$ cat src/rtl/gradient_colormap_generator_core_assert.svh
// assertion macros for the colormap core rtl
`ifndef GRADIENT_COLORMAP_GENERATOR_CORE_ASSERT_SVH
`define GRADIENT_COLORMAP_GENERATOR_CORE_ASSERT_SVH

`ifndef SYNTHESIS

`define GCM_ASSERT_IMPLIES(label, ante, cons) \
  label: assert property (@(posedge clk) disable iff (rst) (ante) |-> (cons)) \
    else $error("gcm assertion failed");

`define GCM_ASSERT_NEXT(label, ante, cons) \
  label: assert property (@(posedge clk) disable iff (rst) (ante) |=> (cons)) \
    else $error("gcm assertion failed");

`else

`define GCM_ASSERT_IMPLIES(label, ante, cons)

`define GCM_ASSERT_NEXT(label, ante, cons)

`endif

`endif

$ cat src/rtl/gcm_pkg.sv
package gcm_pkg;

  localparam int INDEX_BITS = 12;
  localparam int MAP_COUNT  = 4;
  localparam int SIZE_BITS  = 13;
  localparam int SEL_BITS   = 2;
  localparam int CHAN_BITS  = 8;
  localparam int PT_BITS    = 4;
  localparam int DIV_W      = 22;
  localparam int QUOT_BITS  = 8;
  localparam int SEG_STEPS  = 3;
  localparam int QUOT_STEPS = 8;
  localparam int PROD_W     = CHAN_BITS + SIZE_BITS;
  localparam int GRAD_PTS   = 9;

  localparam int CFG_INDEX_BITS = 2;
  localparam logic [CFG_INDEX_BITS-1:0] CFG_PALETTE_SIZE = 2'd0;
  localparam logic [CFG_INDEX_BITS-1:0] CFG_MAP_SELECT   = 2'd1;

  // red in [2], green in [1], blue in [0]
  typedef logic [2:0][CHAN_BITS-1:0] rgb_t;

  typedef struct packed {
    logic [DIV_W-1:0]     rem;
    logic [DIV_W-1:0]     dvs;
    logic [QUOT_BITS-1:0] quot;
    logic [SEL_BITS-1:0]  sel;
    logic [SIZE_BITS-1:0] dval;
    logic                 at_end;
  } gcm_div_t;

  localparam logic [PT_BITS-1:0] GRAD_LAST [4] = '{4'd5, 4'd5, 4'd1, 4'd8};

  localparam rgb_t GRAD_TBL [4][GRAD_PTS] = '{
    '{24'h000040, 24'h000080, 24'hC00000, 24'hFF8000, 24'hFFFF00, 24'hFFFFFF,
      24'h000000, 24'h000000, 24'h000000},
    '{24'h002040, 24'h004080, 24'hC00000, 24'hFF8000, 24'hFFFF00, 24'hFFFFFF,
      24'h000000, 24'h000000, 24'h000000},
    '{24'h000000, 24'hFFFFFF, 24'h000000, 24'h000000, 24'h000000, 24'h000000,
      24'h000000, 24'h000000, 24'h000000},
    '{24'h000080, 24'h0000FF, 24'h0080FF, 24'h00FFFF, 24'h80FF80, 24'hFFFF00,
      24'hFF8000, 24'hFF0000, 24'h800000}
  };

  function automatic rgb_t gcm_point(input logic [SEL_BITS-1:0] sel,
                                     input logic [PT_BITS-1:0] k);
    rgb_t pt;
    if (int'(k) < GRAD_PTS) begin
      pt = GRAD_TBL[sel][k];
    end else begin
      pt = '0;
    end
    return pt;
  endfunction

endpackage

$ cat src/rtl/gradient_colormap_generator_core.sv
// Palette color generator: each entry_index transaction yields one RGB color
// blended along the selected gradient. A new index is taken every cycle
// while the output is not stalled. Three division cells find the segment
// and remainder, three blend stages form the weighted sum, and eight
// division cells per channel produce the rounded 8-bit value. Backpressure
// on the output stalls the whole chain, so in_ready follows out_ready while
// the output holds a color. Configuration writes are always ready and must be
// issued only while no transaction is in flight.
`include "gradient_colormap_generator_core_assert.svh"

module gradient_colormap_generator_core (
  input  logic                                 clk,
  input  logic                                 rst,
  input  logic                                 in_valid,
  output logic                                 in_ready,
  input  logic [gcm_pkg::INDEX_BITS-1:0]       entry_index,
  output logic                                 out_valid,
  input  logic                                 out_ready,
  output logic [gcm_pkg::CHAN_BITS-1:0]        red,
  output logic [gcm_pkg::CHAN_BITS-1:0]        green,
  output logic [gcm_pkg::CHAN_BITS-1:0]        blue,
  input  logic                                 cfg_valid,
  output logic                                 cfg_ready,
  input  logic [gcm_pkg::CFG_INDEX_BITS-1:0]   cfg_index,
  input  logic [gcm_pkg::SIZE_BITS-1:0]        cfg_data
);
  import gcm_pkg::*;

  logic [SIZE_BITS-1:0] dval;
  logic [SIZE_BITS-1:0] dval_next;
  logic [SEL_BITS-1:0]  msel;
  logic [SEL_BITS-1:0]  msel_next;
  logic [SEL_BITS-1:0]  sel_eff;
  logic [PT_BITS-1:0]   last;
  logic                 advance;

  gcm_div_t seg_st  [SEG_STEPS+1];
  logic     seg_vld [SEG_STEPS+1];

  logic                 blend_valid;
  gcm_div_t [2:0]       blend_out;

  gcm_div_t ch_st  [3][QUOT_STEPS+1];
  logic     ch_vld [3][QUOT_STEPS+1];

  assign cfg_ready = 1'b1;

  always_comb begin
    dval_next = dval;
    msel_next = msel;
    if (cfg_valid) begin
      unique case (cfg_index)
        CFG_PALETTE_SIZE: begin
          dval_next = (cfg_data < SIZE_BITS'(2)) ? SIZE_BITS'(1) : cfg_data - SIZE_BITS'(1);
        end
        CFG_MAP_SELECT: begin
          msel_next = cfg_data[SEL_BITS-1:0];
        end
        default: begin
        end
      endcase
    end
  end

  always_ff @(posedge clk) begin
    if (rst) begin
      dval <= SIZE_BITS'(255);
      msel <= '0;
    end else begin
      dval <= dval_next;
      msel <= msel_next;
    end
  end

  assign advance  = !out_valid || out_ready;
  assign in_ready = advance;

  // segment division entry: p = index * (n - 1) over d
  always_comb begin
    sel_eff = (int'(msel) < MAP_COUNT) ? msel : '0;
    last    = GRAD_LAST[sel_eff];
    seg_st[0].rem    = DIV_W'(entry_index) * DIV_W'(last);
    seg_st[0].dvs    = DIV_W'(dval) << (SEG_STEPS - 1);
    seg_st[0].quot   = '0;
    seg_st[0].sel    = sel_eff;
    seg_st[0].dval   = dval;
    seg_st[0].at_end = DIV_W'(entry_index) >= DIV_W'(dval);
  end

  assign seg_vld[0] = in_valid;

  for (genvar i = 0; i < SEG_STEPS; i++) begin : g_seg
    gcm_div_cell u_cell (
      .clk       (clk),
      .rst       (rst),
      .en        (advance),
      .in_valid  (seg_vld[i]),
      .in_data   (seg_st[i]),
      .out_valid (seg_vld[i+1]),
      .out_data  (seg_st[i+1])
    );
  end

  gcm_blend u_blend (
    .clk        (clk),
    .rst        (rst),
    .en         (advance),
    .seg_valid  (seg_vld[SEG_STEPS]),
    .seg_in     (seg_st[SEG_STEPS]),
    .chan_valid (blend_valid),
    .chan_out   (blend_out)
  );

  for (genvar c = 0; c < 3; c++) begin : g_chan
    assign ch_st[c][0]  = blend_out[c];
    assign ch_vld[c][0] = blend_valid;
    for (genvar i = 0; i < QUOT_STEPS; i++) begin : g_step
      gcm_div_cell u_cell (
        .clk       (clk),
        .rst       (rst),
        .en        (advance),
        .in_valid  (ch_vld[c][i]),
        .in_data   (ch_st[c][i]),
        .out_valid (ch_vld[c][i+1]),
        .out_data  (ch_st[c][i+1])
      );
    end
  end

  assign out_valid = ch_vld[0][QUOT_STEPS] & ch_vld[1][QUOT_STEPS] & ch_vld[2][QUOT_STEPS];
  assign red       = ch_st[2][QUOT_STEPS].quot;
  assign green     = ch_st[1][QUOT_STEPS].quot;
  assign blue      = ch_st[0][QUOT_STEPS].quot;

  `GCM_ASSERT_NEXT(a_cfg_size,
    cfg_valid && cfg_index == CFG_PALETTE_SIZE && cfg_data >= SIZE_BITS'(2),
    dval == $past(cfg_data) - SIZE_BITS'(1))
  `GCM_ASSERT_IMPLIES(a_seg_rem,
    seg_vld[SEG_STEPS] && !seg_st[SEG_STEPS].at_end,
    seg_st[SEG_STEPS].rem < DIV_W'(seg_st[SEG_STEPS].dval))
  `GCM_ASSERT_IMPLIES(a_seg_range,
    seg_vld[SEG_STEPS] && !seg_st[SEG_STEPS].at_end,
    seg_st[SEG_STEPS].quot[PT_BITS-1:0] < GRAD_LAST[seg_st[SEG_STEPS].sel])
  `GCM_ASSERT_IMPLIES(a_red_rem,
    out_valid,
    ch_st[2][QUOT_STEPS].rem < (ch_st[2][QUOT_STEPS].dvs << 1))

endmodule

$ cat src/rtl/gcm_div_cell.sv
module gcm_div_cell (
  input  logic              clk,
  input  logic              rst,
  input  logic              en,
  input  logic              in_valid,
  input  gcm_pkg::gcm_div_t in_data,
  output logic              out_valid,
  output gcm_pkg::gcm_div_t out_data
);
  import gcm_pkg::*;

  gcm_div_t data_next;
  logic     ge;

  // one restoring division step, divisor walks right one bit per cell
  always_comb begin
    ge = in_data.rem >= in_data.dvs;
    data_next = in_data;
    if (ge) begin
      data_next.rem = in_data.rem - in_data.dvs;
    end
    data_next.quot = {in_data.quot[QUOT_BITS-2:0], ge};
    data_next.dvs  = in_data.dvs >> 1;
  end

  always_ff @(posedge clk) begin
    if (rst) begin
      out_valid <= 1'b0;
    end else if (en) begin
      out_valid <= in_valid;
    end
  end

  always_ff @(posedge clk) begin
    if (en) begin
      out_data <= data_next;
    end
  end

endmodule

$ cat src/rtl/gcm_blend.sv
module gcm_blend (
  input  logic                    clk,
  input  logic                    rst,
  input  logic                    en,
  input  logic                    seg_valid,
  input  gcm_pkg::gcm_div_t       seg_in,
  output logic                    chan_valid,
  output gcm_pkg::gcm_div_t [2:0] chan_out
);
  import gcm_pkg::*;

  logic [PT_BITS-1:0]   last;
  logic [PT_BITS-1:0]   seg;
  logic [SIZE_BITS-1:0] rfrac;
  logic                 at_end;
  rgb_t                 a_next;
  rgb_t                 b_next;
  logic [SIZE_BITS-1:0] wgt_a_next;
  logic [SIZE_BITS-1:0] wgt_b_next;

  logic                 va;
  rgb_t                 a_pt;
  rgb_t                 b_pt;
  logic [SIZE_BITS-1:0] wgt_a;
  logic [SIZE_BITS-1:0] wgt_b;
  logic [SIZE_BITS-1:0] dval_a;

  logic                   vb;
  logic [2:0][PROD_W-1:0] prod_a;
  logic [2:0][PROD_W-1:0] prod_b;
  logic [SIZE_BITS-1:0]   dval_b;

  logic [2:0][PROD_W-1:0] sum;

  // pick end points; past the last segment both ends are the last point
  always_comb begin
    last   = GRAD_LAST[seg_in.sel];
    seg    = seg_in.quot[PT_BITS-1:0];
    rfrac  = seg_in.rem[SIZE_BITS-1:0];
    at_end = seg_in.at_end || (seg >= last);
    if (at_end) begin
      a_next     = gcm_point(seg_in.sel, last);
      b_next     = gcm_point(seg_in.sel, last);
      wgt_a_next = seg_in.dval;
      wgt_b_next = '0;
    end else begin
      a_next     = gcm_point(seg_in.sel, seg);
      b_next     = gcm_point(seg_in.sel, seg + 4'd1);
      wgt_a_next = seg_in.dval - rfrac;
      wgt_b_next = rfrac;
    end
  end

  always_comb begin
    for (int c = 0; c < 3; c++) begin
      sum[c] = prod_a[c] + prod_b[c];
    end
  end

  always_ff @(posedge clk) begin
    if (rst) begin
      va         <= 1'b0;
      vb         <= 1'b0;
      chan_valid <= 1'b0;
    end else if (en) begin
      va         <= seg_valid;
      vb         <= va;
      chan_valid <= vb;
    end
  end

  always_ff @(posedge clk) begin
    if (en) begin
      a_pt   <= a_next;
      b_pt   <= b_next;
      wgt_a  <= wgt_a_next;
      wgt_b  <= wgt_b_next;
      dval_a <= seg_in.dval;
      for (int c = 0; c < 3; c++) begin
        prod_a[c] <= {{SIZE_BITS{1'b0}}, a_pt[c]} * {{CHAN_BITS{1'b0}}, wgt_a};
        prod_b[c] <= {{SIZE_BITS{1'b0}}, b_pt[c]} * {{CHAN_BITS{1'b0}}, wgt_b};
      end
      dval_b <= dval_a;
      // rounded quotient (2*num + d - 1) / (2*d) runs in the channel chains
      for (int c = 0; c < 3; c++) begin
        chan_out[c].rem    <= {sum[c], 1'b0} + DIV_W'(dval_b) - DIV_W'(1);
        chan_out[c].dvs    <= DIV_W'(dval_b) << QUOT_STEPS;
        chan_out[c].quot   <= '0;
        chan_out[c].sel    <= '0;
        chan_out[c].dval   <= dval_b;
        chan_out[c].at_end <= 1'b0;
      end
    end
  end

endmodule
$ cat config.mk
export PLATFORM = sky130hd
export DESIGN_NAME = gradient_colormap_generator_core
export DESIGN_NICKNAME = d
export VERILOG_FILES = /design/src/rtl/gcm_pkg.sv /design/src/rtl/gradient_colormap_generator_core.sv /design/src/rtl/gcm_div_cell.sv /design/src/rtl/gcm_blend.sv
export VERILOG_INCLUDE_DIRS = /design/src /design/src/rtl
export SDC_FILE = /design/constraint.sdc
export NUM_CORES = 2
export LEC_CHECK = 0
export BUFFER_PORTS_ARGS = -buffer_cell sky130_fd_sc_hd__buf_2
export CORE_MARGIN = 8
export CORE_UTILIZATION = 33
export CTS_BUF_LIST = sky130_fd_sc_hd__clkbuf_2 sky130_fd_sc_hd__clkbuf_4 sky130_fd_sc_hd__clkbuf_8
export DETAILED_ROUTE_END_ITERATION = 6
export GPL_ROUTABILITY_DRIVEN = 0
export PLACE_DENSITY = 0.48
export SLEW_MARGIN = 20
export SYNTH_ARGS = -nofsm -noshare
export SYNTH_HDL_FRONTEND = slang
export SYNTH_SLANG_ARGS = --single-unit
$ cat constraint.sdc
create_clock -name clk -period 55.4 [get_ports clk]
set_input_delay 2.77 -clock clk [delete_from_list [all_inputs] [get_ports clk]]
set_output_delay 2.77 -clock clk [all_outputs]
set_load 0.005 [all_outputs]
==> results.sh <==
export IMPL_max_freq_mhz=140.0
export IMPL_worst_pin_slew_ps=1025
export IMPL_wl_met2_microns=97500
export IMPL_post_cts_setup_buffer_count=0
export IMPL_path_class="in2reg"
export IMPL_std_cell_rows=178
export IMPL_min_path_type="reg2reg"
export IMPL_die_h_microns=502.3
export IMPL_critPathRequiredTime_ps=56090
export IMPL_met1_length_microns=80850
export IMPL_core_area_sq_mm=0.2352
export IMPL_yosysUniqueCellTypes=89
export IMPL_synthesis_area_sq_mm=0.07805
export IMPL_crit_chain="buf_2, nor2b_1, ha_1, ha_1, ha_1, fa_1, a21o_1, a21oi_2, o21bai_2, a2111oi_4, nor2_1, and2_1, o21ai_0, nand2b_1, xor2_1, ha_1, nand4_1, nor4_1, a22o_1, or3_4, a31o_4, mux2_2"
export IMPL_grt_antenna_before_repair=4
export IMPL_drc_errors=0
export IMPL_dr_pass1_iters=5
export IMPL_critPathMaxFanout=15
export IMPL_path_clk_slew_ps=60
export IMPL_synthFlopType="edfxtp_1"
export IMPL_synth_top_area_cell="edfxtp_1"
export IMPL_clkLatencyLatePin_ps=940
export IMPL_rsz0062_at_grt="no"
export IMPL_fin_crit_sh_pct=12.90
export IMPL_dr_total_vias=52110
export IMPL_clock_path_buffers=3
export IMPL_drv_slew=0
export IMPL_clockRootBuffer="clkbuf_8"
export IMPL_synth_warnings=0
export IMPL_hold_start="g_chan[0].g_step[5].u_cell.out_data[20]$_DFFE_PP_"
export IMPL_highest_signal_layer="met4"
export IMPL_cts_max_level=4
export IMPL_syn_avg_cell_area_sq_um=10.69
export IMPL_outcome="finished clean"
export IMPL_grt_pass1_vias=53670
export IMPL_routed_wl_microns=194100
export IMPL_antenna_left=0
export IMPL_fin_setup_tns_ps=0
export IMPL_synth_edff_count=1028
export IMPL_reg2reg_from="msel[1]$_SDFFE_PP0P_"
export IMPL_grt_start_max_net_pins=173
export IMPL_crit_path_start="entry_index[1]"
export IMPL_worst_setup_path_start_kind="primary input"
export IMPL_hold_violations=0
export IMPL_track_usage_pct=15.09
export IMPL_netlist_top_cells_area="edfxtp_1, ha_1, fa_1"
export IMPL_fin_worst_skew_ps=84.52
export IMPL_async_flop_share_pct=0
export IMPL_nets=8720
export IMPL_grt_overflow=0
export IMPL_max_slew_margin_pct=31.44
export IMPL_wl_met3_microns=5591
export IMPL_crit_path_end_kind="register"
export IMPL_cap_violations=0
export IMPL_worst_endpoint_arrival_ps=7830
export IMPL_critical_path_max_stage_delay_ps=470
export IMPL_routedWlPerCell_microns=18.05
export IMPL_cts_resized=0
export IMPL_drt_first_iter_violations=2400
export IMPL_cts_sinks=1057
export IMPL_portBuffers=57
export IMPL_layout_drive_gt1_share_pct=6.776
export IMPL_vias_per_cell=4.846
export IMPL_finalCriticalPeriod_ps=7144
export IMPL_cts_tree="yes"
export IMPL_finalSetupViolCount=0
export IMPL_cts_buffers=190
export IMPL_cts_hold_buf=0
export IMPL_syn_to_final_growth_pct=10.18
export IMPL_synth_commonest_cells="edfxtp_1, inv_1, ha_1"
export IMPL_ys_ff_latch=1057
export IMPL_ios=59
export IMPL_crit_path_frequent_cell="ha_1"
export IMPL_start_util_pct=33.19
export IMPL_synth_nets=8584
export IMPL_synthDominantCellAreaShare_pct=39.55
export IMPL_yosysMostFrequentCell="edfxtp_1"
export IMPL_cp_slowest_cell="fa_1"
export IMPL_die_area_sq_mm=0.2523
export IMPL_dpl_hpwl_microns=156500
export IMPL_synth_cells=7302
export IMPL_finish_utilization_pct=36.57
export IMPL_die_w_microns=502.3
export IMPL_grt_pass1_wl_microns=300400
export IMPL_yosysSeqAreaShare_pct=40.29
==> sequential cells by signal (all words and copies together), names as in the netlist, 2 cells and up <==
name	cells
dval	13
g_chan.g_step.u_cell.out_data	647
g_chan.g_step.u_cell.out_valid	8
g_seg.u_cell.out_data	106
g_seg.u_cell.out_valid	3
msel	2
u_blend.a_pt	10
u_blend.b_pt	10
u_blend.chan_out	77
u_blend.dval_a	13
u_blend.dval_b	13
u_blend.prod_a	63
u_blend.prod_b	63
u_blend.wgt_a	13
u_blend.wgt_b	13
==> cells in the final DEF (no fill, tap or decap), types with 46 or more instances in the layout <==
cell type / Yosys / final
nand3_1: 87 / 87
clkinv_1: 1 / 54
nor2_1: 465 / 465
fa_1: 436 / 436
edfxtp_1: 1028 / 1028
nor3_1: 119 / 119
xnor2_1: 315 / 314
nor2b_1: 123 / 123
o31ai_1: 53 / 53
ha_1: 814 / 814
clkbuf_4: 0 / 49
a21boi_0: 94 / 94
o21a_1: 67 / 67
and2_1: 158 / 158
nand2b_1: 74 / 74
a21o_1: 163 / 163
xor2_1: 154 / 154
buf_2: 2 / 57
inv_1: 930 / 929
a31oi_1: 47 / 46
nand4_1: 55 / 55
nand2_1: 539 / 539
clkbuf_8: 0 / 191
a21oi_1: 451 / 450
o21bai_1: 52 / 51
o21ai_0: 387 / 387
==> layer usage <==
layer	vias to the layer above	GRT usage (%)
met3	372	2.029
met5	-	0
li1	25940	-
met1	24920	17.42
met4	0	7.469
met2	882	27.44
==> final timing paths <==
path / cells past startpoint / end / slack [ps]
setup / recovery: 22 / g_seg[0].u_cell.out_data[49]$_DFFE_PP_ / 48260
hold / removal: 0 / g_chan[0].g_step[6].u_cell.out_data[21]$_DFFE_PP_ / 410
setup reg to reg: 22 / g_seg[0].u_cell.out_data[49]$_DFFE_PP_ / 48920
hold reg to reg: 0 / g_chan[0].g_step[6].u_cell.out_data[21]$_DFFE_PP_ / 410
==> cell type report <==
| type | instances | area [sq um] |
|---|---|---|
| Antenna cell | 3 | 7.507 |
| Clock buffer | 240 | 2997 |
| Clock inverter | 114 | 998.5 |
| Fill cell | 23330 | 149200 |
| Inverter | 931 | 3502 |
| Multi-Input combinational cell | 5167 | 42540 |
| Sequential cell | 1057 | 31450 |
| Tap cell | 3150 | 3941 |
| Timing Repair Buffer | 91 | 569.3 |
==> per-stage QoR <==
step | worst slack [ps] | hold WS [ps] | instances | area (sq um)
floorplan | 21810 | 400.3 | 7302 | 78050
global placement | 47410 | 400.4 | 10400 | 81970
detailed placement | 47390 | 404.5 | 10400 | 81970
CTS | 48440 | 390.6 | 10750 | 85960
global route | 48040 | 381.4 | 10750 | 86000
finish | 48260 | 405.3 | 10750 | 86000
==> worst max-delay path: cells and delay by family <==
kind	cells	cell delay, ps
adders and majority gates	5	1710
xor gates and xnor gates	1	160
muxes	1	380
AOI/OAI and AO/OA	7	1570
buffers and inverters	1	120
and+or+nand+nor	7	1080
==> cells by family (layout without fill, tap and decap cells) <==
| kind of cell | Yosys count | after routing | share of synthesized area, % |
|---|---|---|---|
| compound gates | 1515 | 1515 | 12.17 |
| flops | 1057 | 1057 | 40.29 |
| fa+ha+maj | 1250 | 1250 | 24.23 |
| mux | 81 | 81 | 1.149 |
| buf+inv | 1078 | 1376 | 5.317 |
| xor+xnor | 469 | 469 | 5.263 |
| simple gates | 1851 | 1851 | 11.57 |
| other cells | 1 | 4 | 0.004804 |
Power is left out: the tool's default activity adds up to more than one toggle a clock period on the data nets, which glitch-free logic cannot reach.
